[src/sv/urtb_pkg.sv]
package urtb_pkg;

    localparam int RX_DEPTH = 64;
    localparam int TX_DEPTH = 64;
    localparam int RX_PTR_W = $clog2(RX_DEPTH);
    localparam int TX_PTR_W = $clog2(TX_DEPTH);
    localparam int RX_COUNT_W = 6;
    // wide enough for wptr + depth - rptr and for the count field
    localparam int RX_CALC_W = (RX_PTR_W + 1 > RX_COUNT_W) ? RX_PTR_W + 1 : RX_COUNT_W;

    localparam logic [2:0] OP_RX_BYTE   = 3'd0;
    localparam logic [2:0] OP_HOST_READ = 3'd1;
    localparam logic [2:0] OP_HOST_WRITE = 3'd2;
    localparam logic [2:0] OP_TX_READY  = 3'd3;
    localparam logic [2:0] OP_RX_FLUSH  = 3'd4;

    localparam logic [2:0] ERR_NONE         = 3'd0;
    localparam logic [2:0] ERR_BUF_OVERFLOW = 3'd4;

    typedef struct packed {
        logic [2:0] op;
        logic [7:0] data;
        logic       frame_error;
        logic       data_overrun;
    } item_t;

    typedef struct packed {
        logic                  read_valid;
        logic [7:0]            read_byte;
        logic [2:0]            read_error;
        logic                  write_accepted;
        logic                  send_valid;
        logic [7:0]            send_byte;
        logic                  send_irq_enabled;
        logic [RX_COUNT_W-1:0] rx_count;
    } result_t;

    typedef struct packed {
        logic load;
        logic exec;
    } ctl_cmd_t;

    function automatic logic [RX_PTR_W-1:0] rx_next(input logic [RX_PTR_W-1:0] p);
        return (p == RX_PTR_W'(RX_DEPTH - 1)) ? '0 : p + 1'b1;
    endfunction

    function automatic logic [TX_PTR_W-1:0] tx_next(input logic [TX_PTR_W-1:0] p);
        return (p == TX_PTR_W'(TX_DEPTH - 1)) ? '0 : p + 1'b1;
    endfunction

endpackage

[src/sv/urtb_ctrl.sv]
module urtb_ctrl
    import urtb_pkg::*;
(
    input  logic     clk,
    input  logic     rst_n,
    input  logic     start,
    output logic     busy,
    output logic     done,
    output ctl_cmd_t cmd
);

    typedef enum logic [1:0] {
        ST_IDLE,
        ST_EXEC,
        ST_RESP
    } state_t;

    state_t state_reg;
    logic   busy_reg;
    logic   done_reg;

    assign busy     = busy_reg;
    assign done     = done_reg;
    assign cmd.load = start && !busy_reg;
    assign cmd.exec = (state_reg == ST_EXEC);

    always_ff @(posedge clk or negedge rst_n)
    begin
        if (!rst_n)
        begin
            state_reg <= ST_IDLE;
            busy_reg  <= 1'b0;
            done_reg  <= 1'b0;
        end
        else
        begin
            unique case (state_reg)
                ST_IDLE:
                begin
                    done_reg <= 1'b0;
                    if (start)
                    begin
                        state_reg <= ST_EXEC;
                        busy_reg  <= 1'b1;
                    end
                end
                ST_EXEC:
                begin
                    state_reg <= ST_RESP;
                    done_reg  <= 1'b1;
                end
                ST_RESP:
                begin
                    state_reg <= ST_IDLE;
                    busy_reg  <= 1'b0;
                    done_reg  <= 1'b0;
                end
                default:
                begin
                    state_reg <= ST_IDLE;
                    busy_reg  <= 1'b0;
                    done_reg  <= 1'b0;
                end
            endcase
        end
    end

endmodule

[src/sv/urtb_datapath.sv]
module urtb_datapath
    import urtb_pkg::*;
(
    input  logic     clk,
    input  logic     rst_n,
    input  ctl_cmd_t cmd,
    input  item_t    request,
    output result_t  result
);

    logic [7:0] rx_mem [RX_DEPTH];
    logic [7:0] tx_mem [TX_DEPTH];

    item_t item_reg;

    logic [RX_PTR_W-1:0] rx_wp_reg, rx_wp_next;
    logic [RX_PTR_W-1:0] rx_rp_reg, rx_rp_next;
    logic [TX_PTR_W-1:0] tx_wp_reg, tx_wp_next;
    logic [TX_PTR_W-1:0] tx_rp_reg, tx_rp_next;
    logic [2:0]          last_err_reg, last_err_next;
    logic                irq_reg, irq_next;

    logic                  read_valid_reg, read_valid_next;
    logic [2:0]            read_error_reg, read_error_next;
    logic                  write_acc_reg, write_acc_next;
    logic                  send_valid_reg, send_valid_next;
    logic [RX_COUNT_W-1:0] count_reg, count_next;
    logic [7:0]            rx_rdata_reg;
    logic [7:0]            tx_rdata_reg;

    logic [RX_PTR_W-1:0]  rx_wp_inc;
    logic [RX_PTR_W-1:0]  rx_rp_inc;
    logic [TX_PTR_W-1:0]  tx_wp_inc;
    logic [TX_PTR_W-1:0]  tx_rp_inc;
    logic [2:0]           line_err;
    logic [RX_CALC_W-1:0] count_calc;

    always_comb
    begin
        rx_wp_inc = rx_next(rx_wp_reg);
        rx_rp_inc = rx_next(rx_rp_reg);
        tx_wp_inc = tx_next(tx_wp_reg);
        tx_rp_inc = tx_next(tx_rp_reg);
        line_err  = {1'b0, item_reg.frame_error, item_reg.data_overrun};

        rx_wp_next      = rx_wp_reg;
        rx_rp_next      = rx_rp_reg;
        tx_wp_next      = tx_wp_reg;
        tx_rp_next      = tx_rp_reg;
        last_err_next   = last_err_reg;
        irq_next        = irq_reg;
        read_valid_next = 1'b0;
        read_error_next = ERR_NONE;
        write_acc_next  = 1'b0;
        send_valid_next = 1'b0;

        unique case (item_reg.op)
            OP_RX_BYTE:
            begin
                rx_wp_next = rx_wp_inc;
                // full ring: the oldest byte is dropped
                if (rx_wp_inc == rx_rp_reg)
                begin
                    rx_rp_next    = rx_rp_inc;
                    last_err_next = ERR_BUF_OVERFLOW;
                end
                else
                begin
                    last_err_next = line_err;
                end
            end
            OP_HOST_READ:
            begin
                if (rx_wp_reg != rx_rp_reg)
                begin
                    read_valid_next = 1'b1;
                    read_error_next = last_err_reg;
                    rx_rp_next      = rx_rp_inc;
                end
            end
            OP_HOST_WRITE:
            begin
                if (tx_wp_inc != tx_rp_reg)
                begin
                    tx_wp_next     = tx_wp_inc;
                    irq_next       = 1'b1;
                    write_acc_next = 1'b1;
                end
            end
            OP_TX_READY:
            begin
                if (tx_wp_reg != tx_rp_reg)
                begin
                    send_valid_next = 1'b1;
                    tx_rp_next      = tx_rp_inc;
                end
                else
                begin
                    irq_next = 1'b0;
                end
            end
            OP_RX_FLUSH:
            begin
                rx_wp_next = rx_rp_reg;
            end
            default:
            begin
            end
        endcase

        if (rx_wp_next >= rx_rp_next)
            count_calc = RX_CALC_W'(rx_wp_next) - RX_CALC_W'(rx_rp_next);
        else
            count_calc = RX_CALC_W'(rx_wp_next) + RX_CALC_W'(RX_DEPTH)
                       - RX_CALC_W'(rx_rp_next);
        count_next = count_calc[RX_COUNT_W-1:0];
    end

    always_ff @(posedge clk or negedge rst_n)
    begin
        if (!rst_n)
        begin
            rx_wp_reg    <= '0;
            rx_rp_reg    <= '0;
            tx_wp_reg    <= '0;
            tx_rp_reg    <= '0;
            last_err_reg <= ERR_NONE;
            irq_reg      <= 1'b0;
        end
        else if (cmd.exec)
        begin
            rx_wp_reg    <= rx_wp_next;
            rx_rp_reg    <= rx_rp_next;
            tx_wp_reg    <= tx_wp_next;
            tx_rp_reg    <= tx_rp_next;
            last_err_reg <= last_err_next;
            irq_reg      <= irq_next;
        end
    end

    always_ff @(posedge clk)
    begin
        if (cmd.load)
            item_reg <= request;
        if (cmd.exec)
        begin
            read_valid_reg <= read_valid_next;
            read_error_reg <= read_error_next;
            write_acc_reg  <= write_acc_next;
            send_valid_reg <= send_valid_next;
            count_reg      <= count_next;
        end
    end

    always_ff @(posedge clk)
    begin
        if (cmd.exec)
        begin
            if (item_reg.op == OP_RX_BYTE)
                rx_mem[rx_wp_reg] <= item_reg.data;
            if (item_reg.op == OP_HOST_WRITE && tx_wp_inc != tx_rp_reg)
                tx_mem[tx_wp_reg] <= item_reg.data;
            rx_rdata_reg <= rx_mem[rx_rp_reg];
            tx_rdata_reg <= tx_mem[tx_rp_reg];
        end
    end

    assign result.read_valid       = read_valid_reg;
    assign result.read_byte        = read_valid_reg ? rx_rdata_reg : 8'd0;
    assign result.read_error       = read_error_reg;
    assign result.write_accepted   = write_acc_reg;
    assign result.send_valid       = send_valid_reg;
    assign result.send_byte        = send_valid_reg ? tx_rdata_reg : 8'd0;
    assign result.send_irq_enabled = irq_reg;
    assign result.rx_count         = count_reg;

endmodule

[src/sv/uart_rx_tx_ring_buffer_core.sv]
// Buffered UART front end: a receive ring and a transmit ring, both 64 bytes
// (one slot kept free, so 63 usable), driven by one event per transfer.
// Input channel: request (op, data, frame_error, data_overrun) is taken at a
// rising edge with start high and busy low. Ops: byte received, host read,
// host write, transmitter ready, flush receive ring; other codes only report.
// Output channel: one result per event, valid on result while done is high for
// exactly one cycle. The receiver cannot stall, so a result is never held.
// Timing: the request is registered on acceptance (ST_IDLE to ST_EXEC); busy
// stays high through ST_EXEC and ST_RESP, so a new request is taken only after
// the event is through. In ST_EXEC the event updates the pointers and reads the
// ring through its registered read port; the byte shows up the next cycle, with done.
// Reset clears all pointers, the saved receive error and the transmit
// interrupt enable; ring contents are not cleared and need no clearing pass.
module uart_rx_tx_ring_buffer_core
    import urtb_pkg::*;
(
    input  logic    clk,
    input  logic    rst_n,
    input  logic    start,
    output logic    busy,
    input  item_t   request,
    output logic    done,
    output result_t result
);

    ctl_cmd_t cmd;

    urtb_ctrl u_ctrl (
        .clk   (clk),
        .rst_n (rst_n),
        .start (start),
        .busy  (busy),
        .done  (done),
        .cmd   (cmd)
    );

    urtb_datapath u_datapath (
        .clk     (clk),
        .rst_n   (rst_n),
        .cmd     (cmd),
        .request (request),
        .result  (result)
    );

    a_accept_done: assert property (@(posedge clk) disable iff (!rst_n)
        start && !busy |-> ##2 done)
        else $error("result not delivered two cycles after transfer");

    a_done_single: assert property (@(posedge clk) disable iff (!rst_n)
        done |=> !done)
        else $error("result strobe longer than one cycle");

    a_done_busy: assert property (@(posedge clk) disable iff (!rst_n)
        done |-> busy)
        else $error("result strobe while idle");

    // a nonempty transmit ring always has the interrupt enabled
    a_send_irq: assert property (@(posedge clk) disable iff (!rst_n)
        done && result.send_valid |-> result.send_irq_enabled)
        else $error("byte sent with transmit interrupt disabled");

endmodule

[config.mk]
export PLATFORM = sky130hd
export DESIGN_NAME = uart_rx_tx_ring_buffer_core
export DESIGN_NICKNAME = d
export VERILOG_FILES = /design/src/sv/urtb_pkg.sv /design/src/sv/urtb_ctrl.sv /design/src/sv/urtb_datapath.sv /design/src/sv/uart_rx_tx_ring_buffer_core.sv
export SDC_FILE = /design/constraint.sdc
export NUM_CORES = 1
export LEC_CHECK = 0
export BUFFER_PORTS_ARGS = -buffer_cell sky130_fd_sc_hd__buf_2
export CAP_MARGIN = 20
export CORE_MARGIN = 8
export CORE_UTILIZATION = 34
export DETAILED_ROUTE_END_ITERATION = 8
export HOLD_SLACK_MARGIN = 0.05
export PLACE_DENSITY = 0.58
export SLEW_MARGIN = 20
export SYNTH_ARGS = -nofsm -noshare
export SYNTH_HDL_FRONTEND = slang
export SYNTH_SLANG_ARGS = --single-unit
[constraint.sdc]
create_clock -name clk -period 4.6 [get_ports clk]
set_input_delay 1.15 -clock clk [delete_from_list [all_inputs] [get_ports clk]]
set_output_delay 1.15 -clock clk [all_outputs]
set_load 0.005 [all_outputs]
==> flow_summary.toml, run 1 <==
[run_status]
status = "complete, no violations"

[placement]
dp_slack_ps = 647
dp_hpwl_um = 60800
port_buffers = 46
dp.cells = 3707
gp_congestion = 0.782
postPlaceCellArea_um2 = 46200

[timing]
fin_crit_sh_pct = 86.3
finalHoldViolations = 0
rsz0062_at_grt = "no"
setup_viol = 0
slew_viol_final = 0
hold_ws_ps = 452
fin_skew_ps = 34.7
tns_ps = 0
fin_ws_ps = 629
worstMarginPinSlew_ps = 1020
slew_headroom_pct = 32.0
fin_crit_ps = 3970
fmax_mhz = 252

[global_route]
grt_usage_pct = 14.1
grt_pass1_wl_um = 148000
grt_overflow = 0
first_global_vias = 21303
grt_max_degree = 134
antenna_found_initial = 3

[critical_path]
critPathMaxStageDelay_ps = 670
cp_cell_sequence = "nand3_1, xnor2_1, a211o_1, nor4_4, a21o_1, mux2i_1, ha_1, a21o_1, a21oi_1, o21bai_1, a21oi_1, xor2_1, xnor2_1"
crit_slowest_cell = "dfrtp_1"
critPathKind = "flip-flop to flip-flop"
required_ps = 5040
reg2reg_depth = 13
cp.depth = 13
crit_path_end = "u_datapath.count_reg[5]$_DFFE_PP_"
r2r_setup_slack_ps = 630
cp_top_family = "compound AO/OA/AOI/OAI gates"
cp-start-kind = "flip-flop"
endpoint_kind = "flip-flop"
rr_endpoint = "u_datapath.count_reg[5]$_DFFE_PP_"
timing.rr.start = "u_datapath.rx_wp_reg[2]$_DFFE_PN0P_"
critPathBufInv = 0
worstPathArrival_ps = 4410
crit_start = "u_datapath.rx_wp_reg[2]$_DFFE_PN0P_"
path_max_fanout = 18

[yosys]
yosysWarningCount = 0
synth_top_area_cell = "edfxtp_1"
postSynthAreaPerCell_um2 = 21.6
synth_cell_types = 59
synthCells = 2012
ys.flop_type = "edfxtp_1"
synth_top_area_share_pct = 73.6
syn_nets = 2038
synth-edff-count = 1065
ys_ff_latch = 1097
ys_seq_area_share_pct = 75.5
synth_area_um2 = 43400
async_flop_share_pct = 2.92
synth_area_leaders = "edfxtp_1, mux4_2, dfrtp_1"

[pwr]
powerDensity_nw_per_um2 = 501
p_total_mw = 24.9
vdd_drop_max_uv = 318
leakagePower_nw = 15.3

[floorplanning]
pin_count = 47
coreArea_um2 = 127000
die-area_um2 = 139000
dieWidth_um = 373
fp.dieH_um = 373
initial_core_util_pct = 34.1
rows = 131

[drt]
routed_wirelength_um = 101000
ant_nets = 0
drt_iter0_markers = 1976
vias = 20392
first_pass_iters = 5
drc = 0
via_per_inst = 5.21
post_drt_wl_per_cell_um = 25.7

[clock_tree]
clockBufferDepth = 3
htree_levels = 3
tritoncts = "yes"
postCtsHoldBufs = 0
cts_made_buffers = 112
clockRootBuffer = "clkbuf_16"
clk_pin_slew_ps = 60
cts.sinks = 1097
post_cts_resized = 0
post_cts_buffers = 0
clock_latency_ps = 700

[layout]
fillCellCount = 11308
diodes = 0
stdcell_count = 3917
layout-drive-gt1-share_pct = 29.6
postLayoutCoreUtil_pct = 39.1
layout_common_cells = "edfxtp_1, mux4_2, clkbuf_16, nor2_1, buf_4"
layout_commonest_cell = "edfxtp_1"
stdcell_area_um2 = 49800
syn_to_final_growth_pct = 14.6
layout.nets = 2185

[job]
cap_violations = 0

[min_path]
min_path_type = "flip-flop to flip-flop"
==> cell families (layout without fill, tap and decap cells) <==
| kind of cell | Yosys count | in the layout | synth area share [%] |
|---|---|---|---|
| flip-flops | 1097 | 1097 | 75.5 |
| multiplexers | 345 | 345 | 17.5 |
| AND/OR/NAND/NOR | 298 | 298 | 3.35 |
| buffers and inverters | 144 | 387 | 1.46 |
| AO/OA/AOI/OAI | 81 | 81 | 1.18 |
| XOR/XNOR | 37 | 37 | 0.746 |
| adder cells (fa/ha/maj) | 10 | 10 | 0.305 |
==> cell type report <==
| type | count | area [µm²] | share of cell area [%] |
|---|---|---|---|
| clock buffers | 136 | 2900 | 5.83 |
| clock inverters | 74 | 676 | 1.36 |
| inverters | 18 | 67.6 | 0.136 |
| multi-input cells | 771 | 10000 | 20.1 |
| flip-flops and latches | 1097 | 32800 | 65.9 |
| well taps | 1662 | 2080 | 4.18 |
| repair buffers | 159 | 1220 | 2.46 |
==> routing by layer <==
| layer | routed length (µm) | global-route usage (%) |
|---|---|---|
| met2 | 49600 | 23.6 |
| met4 | 2260 | 3.22 |
| met1 | 43600 | 19.5 |
| met5 | 0 | 0 |
| met3 | 5170 | 2.18 |
==> cell usage after synthesis (all sizes together), types with 10 or more instances <==
cell type	n
clkbuf	50
nor2	101
mux2i	10
xor2	19
buf	76
xnor2	18
inv	17
and2	23
dfrtp	32
nand3	17
nor2b	13
nor3	60
a21oi	23
nand3b	10
nand2	44
o21ai	19
edfxtp	1065
mux4	330
==> worst min-delay path by stage <==
stage / from / to / slack, ps / depth (start not counted)
after global placement: u_ctrl.state_reg[0]$_DFFE_PN0N_ / u_ctrl.state_reg[0]$_DFFE_PN0N_ / 430 / 1
after detailed placement: u_ctrl.state_reg[0]$_DFFE_PN0N_ / u_ctrl.state_reg[0]$_DFFE_PN0N_ / 450 / 1
after floorplan: u_ctrl.state_reg[1]$_DFFE_PN0N_ / u_ctrl.state_reg[0]$_DFFE_PN0N_ / 420 / 1
final: u_ctrl.state_reg[1]$_DFFE_PN0N_ / u_ctrl.state_reg[0]$_DFFE_PN0N_ / 450 / 1
after CTS: u_ctrl.state_reg[0]$_DFFE_PN0N_ / u_ctrl.state_reg[0]$_DFFE_PN0N_ / 450 / 1
after global routing: u_ctrl.state_reg[1]$_DFFE_PN0N_ / u_ctrl.state_reg[0]$_DFFE_PN0N_ / 480 / 1
==> where the power goes <==
part | internal, mW | switching, mW | leakage (nW)
Clock | 5.06 | 3.80 | 1.73
Sequential | 11.2 | 0.223 | 10.0
Combinational | 2.15 | 2.46 | 3.59
Note: power is estimated with default switching activity, not from simulation.
==> run 2: changes to the inputs <==
--- a/config.mk
+++ b/config.mk
@@ -9,9 +9,11 @@
 export CAP_MARGIN = 20
 export CORE_MARGIN = 8
 export CORE_UTILIZATION = 34
+export CTS_CLUSTER_DIAMETER = 60
 export DETAILED_ROUTE_END_ITERATION = 8
 export HOLD_SLACK_MARGIN = 0.05
-export PLACE_DENSITY = 0.58
+export PLACE_DENSITY = 0.55
+export SKIP_CTS_REPAIR_TIMING = 1
 export SLEW_MARGIN = 20
 export SYNTH_ARGS = -nofsm -noshare
 export SYNTH_HDL_FRONTEND = slang
==> run 2 against run 1 <==
Effect of this change: critical path type unchanged; count of clock-buffer cells in the layout up 6; maximum frequency fell by 4.0%; utilization rose by 0.078 points; cell area increased by 0.20%; non-clock buffer count decreased by 3; hold slack got worse by 5.7 ps; sequential share of layout area decreased by 0.13 points; die area unchanged; largest power group unchanged; global-route usage up 0.21 points; total power up 0.67%; register-to-register slack worse by 160 ps; clock skew increased by 7.6 ps.
==> flow_summary.toml, run 2 (same netlist as run 1, synthesis figures left out) <==
[layout]
layout_common_cells = "edfxtp_1, mux4_2, clkbuf_16, nor2_1, buf_4"
stdcell_count = 3916
fillCellCount = 11314
postLayoutCoreUtil_pct = 39.2
layout.nets = 2183
layout-drive-gt1-share_pct = 30.2
seq_area_um2 = 32800
syn_to_final_growth_pct = 14.8
diodes = 0
multi_input_area_um2 = 10100
layout_commonest_cell = "edfxtp_1"

[placement]
dp.cells = 3703
dp_hpwl_um = 61100
gp_congestion = 0.772
port_buffers = 46

[job]
cap_violations = 0

[critical_path]
endpoint_kind = "flip-flop"
crit_start = "u_datapath.rx_wp_reg[2]$_DFFE_PN0P_"
critPathMaxStageDelay_ps = 680
reg2reg_depth = 13
timing.rr.start = "u_datapath.rx_wp_reg[2]$_DFFE_PN0P_"
path_max_fanout = 18
cp_cell_sequence = "nand3_1, xnor2_1, a211o_1, nor4_4, a21o_1, mux2i_1, ha_1, a21o_1, a21oi_1, o21bai_1, a21oi_1, xor2_1, xnor2_1"
cp-start-kind = "flip-flop"
critPathKind = "flip-flop to flip-flop"
crit_slowest_cell = "dfrtp_1"
worstPathArrival_ps = 4540
required_ps = 5000
r2r_setup_slack_ps = 460
rr_endpoint = "u_datapath.count_reg[5]$_DFFE_PP_"

[drt]
post_drt_wl_per_cell_um = 26.0
vias = 20597
drt_iter0_markers = 1793
first_pass_iters = 5
ant_nets = 0
drc = 0
routed_wirelength_um = 102000
via_per_inst = 5.26

[floorplanning]
fp.dieH_um = 373
pin_count = 47
initial_core_util_pct = 34.1
coreArea_um2 = 127000
dieWidth_um = 373
rows = 131
die-area_um2 = 139000

[min_path]
worstHoldEndpoint = "u_ctrl.state_reg[0]$_DFFE_PN0N_"
hp-start = "u_ctrl.state_reg[0]$_DFFE_PN0N_"
hold_path_depth = 1
min_path_type = "flip-flop to flip-flop"

[timing]
fin_skew_ps = 42.3
fin_crit_sh_pct = 89.9
fin_crit_ps = 4140
rsz0062_at_grt = "no"
setup_viol = 0
finalHoldViolations = 0
worstMarginPinSlew_ps = 1090
fmax_mhz = 242
slew_viol_final = 0
tns_ps = 0
hold_ws_ps = 447
slew_headroom_pct = 27.1

[pwr]
leakagePower_nw = 15.4
powerDensity_nw_per_um2 = 503
p_total_mw = 25.1
vdd_drop_max_uv = 383

[global_route]
grt_overflow = 0
grt_usage_pct = 14.3
grt_max_degree = 134
antenna_found_initial = 5
first_global_vias = 21587
grt_pass1_wl_um = 151000

[clock_tree]
clock_latency_ps = 700
clockBufferDepth = 3
clk_pin_slew_ps = 60
clockRootBuffer = "clkbuf_16"
cts_made_buffers = 113
htree_levels = 3
cts.sinks = 1097
tritoncts = "yes"

[run_status]
status = "complete, no violations"
run 2: where the power goes:
group	internal [mW]	switching [mW]	total (mW)
registers	11.2	0.231	11.5
clock network	5.16	3.86	9.02
logic	2.14	2.47	4.61
total	18.6	6.55	25.1
run 2: final cells by class:
type | count | area share [%]
Tap cell | 1662 | 4.17
Timing Repair Buffer | 156 | 2.34
Clock buffer | 142 | 6.03
Clock inverter | 70 | 1.36
Inverter | 18 | 0.135
Sequential cell | 1097 | 65.8
Multi-Input combinational cell | 771 | 20.2
run 2: routing by layer:
metal	part of all wire, %	vias to the layer above	track usage [%]
met3	5.8	140	2.34
met2	49	692	23.4
li1	-	8670	-
met5	0	-	0
met1	44	11095	20.2
met4	1.7	0	3.24
run 2: critical path: cells and delay by family, from the launching register on:
family	cells	cell delay, ps
flops	1	680
compound gates	6	1370
mux	1	270
fa+ha+maj	1	260
simple gates	2	750
xor+xnor	3	510
run 2: worst max path at each step:
| stage | end | cells after the start |
|---|---|---|
| finish | u_datapath.count_reg[5]$_DFFE_PP_ | 13 |
| global route | u_datapath.count_reg[5]$_DFFE_PP_ | 13 |
| CTS | u_datapath.count_reg[5]$_DFFE_PP_ | 13 |
| detailed placement | u_datapath.count_reg[5]$_DFFE_PP_ | 13 |
| global placement | u_datapath.count_reg[5]$_DFFE_PP_ | 13 |
| floorplan | u_datapath.count_reg[5]$_DFFE_PP_ | 16 |
run 2: metrics by stage:
stage               setup WS, ps  instance area [µm²]
finish                       464                49900
detailed placement           593                46100
global route                 211                49900
CTS                          524                49800
global placement             696                46100
floorplan                    973                43400
==> run 3: changes to the inputs <==
--- a/config.mk
+++ b/config.mk
@@ -13,6 +13,7 @@
 export DETAILED_ROUTE_END_ITERATION = 8
 export HOLD_SLACK_MARGIN = 0.05
 export PLACE_DENSITY = 0.55
+export RECOVER_POWER = 50
 export SKIP_CTS_REPAIR_TIMING = 1
 export SLEW_MARGIN = 20
 export SYNTH_ARGS = -nofsm -noshare
==> run 3 against run 2 <==
Effect of this change: the flow now finishes with violations (capacitance limit, slew limit); critical path depth unchanged; register-to-register slack about the same; count of clock-buffer cells in the layout is the same; first-iteration DRC count is 4.0% lower; global-route usage did not move; critical path type unchanged; critical endpoint unchanged; largest power group unchanged.
==> flow_summary.toml, run 3 (same netlist as run 1, synthesis figures left out) <==
[critical_path]
worstPathArrival_ps = 4540
crit_path_end = "u_datapath.count_reg[5]$_DFFE_PP_"
timing.rr.start = "u_datapath.rx_wp_reg[2]$_DFFE_PN0P_"
critPathKind = "flip-flop to flip-flop"
path_max_fanout = 18
reg2reg_depth = 13
rr_endpoint = "u_datapath.count_reg[5]$_DFFE_PP_"
r2r_setup_slack_ps = 460
cp-start-kind = "flip-flop"
required_ps = 5000
endpoint_kind = "flip-flop"
crit_start = "u_datapath.rx_wp_reg[2]$_DFFE_PN0P_"

[layout]
layout-drive-gt1-share_pct = 29.7
syn_to_final_growth_pct = 14.6
layout_commonest_cell = "edfxtp_1"
fillCellCount = 11329
layout.nets = 2183
layout_common_cells = "edfxtp_1, mux4_2, clkbuf_16, nor2_1, buf_4"

[timing]
worstMarginPinSlew_ps = 3050
fin_ws_ps = 461
fin_crit_ps = 4140
fin_skew_ps = 43.0
fmax_mhz = 242
setup_viol = 0
slew_headroom_pct = -103
rsz0062_at_grt = "no"
fin_crit_sh_pct = 90.0
slew_viol_final = 1113
finalHoldViolations = 0
tns_ps = 0

[floorplanning]
dieWidth_um = 373
coreArea_um2 = 127000
die-area_um2 = 139000
pin_count = 47
fp.dieH_um = 373
initial_core_util_pct = 34.1
rows = 131

[drt]
routed_wirelength_um = 102000
drc = 0
ant_nets = 0
drt_iter0_markers = 1722
met1Wirelength_um = 44400
post_drt_wl_per_cell_um = 26.1
routed.top_layer = "met4"
via_per_inst = 5.28
first_pass_iters = 5
vias = 20695
wl_met3_um = 6110
dr_wl_met2_um = 50100

[clock_tree]
clock_latency_ps = 700
clockRootBuffer = "clkbuf_16"
htree_levels = 3
clockBufferDepth = 3
clk_pin_slew_ps = 60
cts_made_buffers = 113
tritoncts = "yes"
cts.sinks = 1097

[run_status]
status = "finished with violations"
violations = "capacitance limit, slew limit"

[placement]
dp_slack_ps = 593
port_buffers = 46
dp_hpwl_um = 61100
gp_congestion = 0.772

[global_route]
grt_overflow = 0
antenna_found_initial = 5
grt_pass1_wl_um = 151000
grt_max_degree = 134
grt_usage_pct = 14.3
first_global_vias = 21587

[pwr]
leakagePower_nw = 15.3
powerDensity_nw_per_um2 = 505
vdd_drop_max_uv = 384

[job]
cap_violations = 14

[min_path]
min_path_type = "flip-flop to flip-flop"
==> run 3: cell type report <==
type | count | area (µm²) | share of cell area (%)
clock inverter | 70 | 677 | 1.36
antenna | 1 | 2.50 | 0.00503
tap | 1662 | 2080 | 4.18
multi-input combinational | 771 | 10100 | 20.2
clock buffer | 142 | 3010 | 6.05
sequential | 1097 | 32800 | 65.9
inverter | 18 | 67.6 | 0.136
timing repair buffer | 156 | 1060 | 2.13
==> run 3: per-layer routing <==
metal / global-route usage (%) / vias to the layer above
li1: - / 8666
met1: 20.2 / 11196
met2: 23.4 / 695
met3: 2.34 / 138
met4: 3.24 / 0
met5: 0 / -
==> run 3: critical path, stage by stage (launching register included) <==
cell      delay, ps
dfrtp_1         670
nand3_1         260
xnor2_1         190
a211o_1         340
nor4_4          490
a21o_1          330
mux2i_1         270
ha_1            260
a21o_1          180
a21oi_1         220
o21bai_1        110
a21oi_1         190
xor2_1          220
xnor2_1         100
==> run 3: worst min path at each step <==
stage,start,end,slack [ps],cells after the start
2_1_floorplan,u_ctrl.state_reg[1]$_DFFE_PN0N_,u_ctrl.state_reg[0]$_DFFE_PN0N_,420,1
3_3_place_gp,u_ctrl.state_reg[0]$_DFFE_PN0N_,u_ctrl.state_reg[0]$_DFFE_PN0N_,430,1
3_5_place_dp,u_ctrl.state_reg[0]$_DFFE_PN0N_,u_ctrl.state_reg[0]$_DFFE_PN0N_,440,1
4_1_cts,u_ctrl.state_reg[0]$_DFFE_PN0N_,u_ctrl.state_reg[0]$_DFFE_PN0N_,450,1
5_1_grt,u_ctrl.state_reg[1]$_DFFE_PN0N_,u_ctrl.state_reg[0]$_DFFE_PN0N_,480,1
6_report,u_ctrl.state_reg[0]$_DFFE_PN0N_,u_ctrl.state_reg[0]$_DFFE_PN0N_,450,1
==> run 3: per-stage QoR <==
step,cells,util [%],power (mW),hold WS (ps),instance area (µm²)
after floorplan,2012,-,14.9,419,43400
after global placement,3703,36.3,16.3,430,46100
after detailed placement,3703,36.3,16.4,444,46100
after CTS,3915,39.2,25.4,452,49800
after global routing,3916,39.1,26.0,484,49800
final,3917,39.1,25.1,451,49800
==> run 3: report_power, final <==
group / switching (mW) / internal (mW) / leakage [nW]
registers: 0.228 / 11.3 / 10.0
clock network: 3.85 / 5.16 / 1.79
logic: 2.47 / 2.12 / 3.50
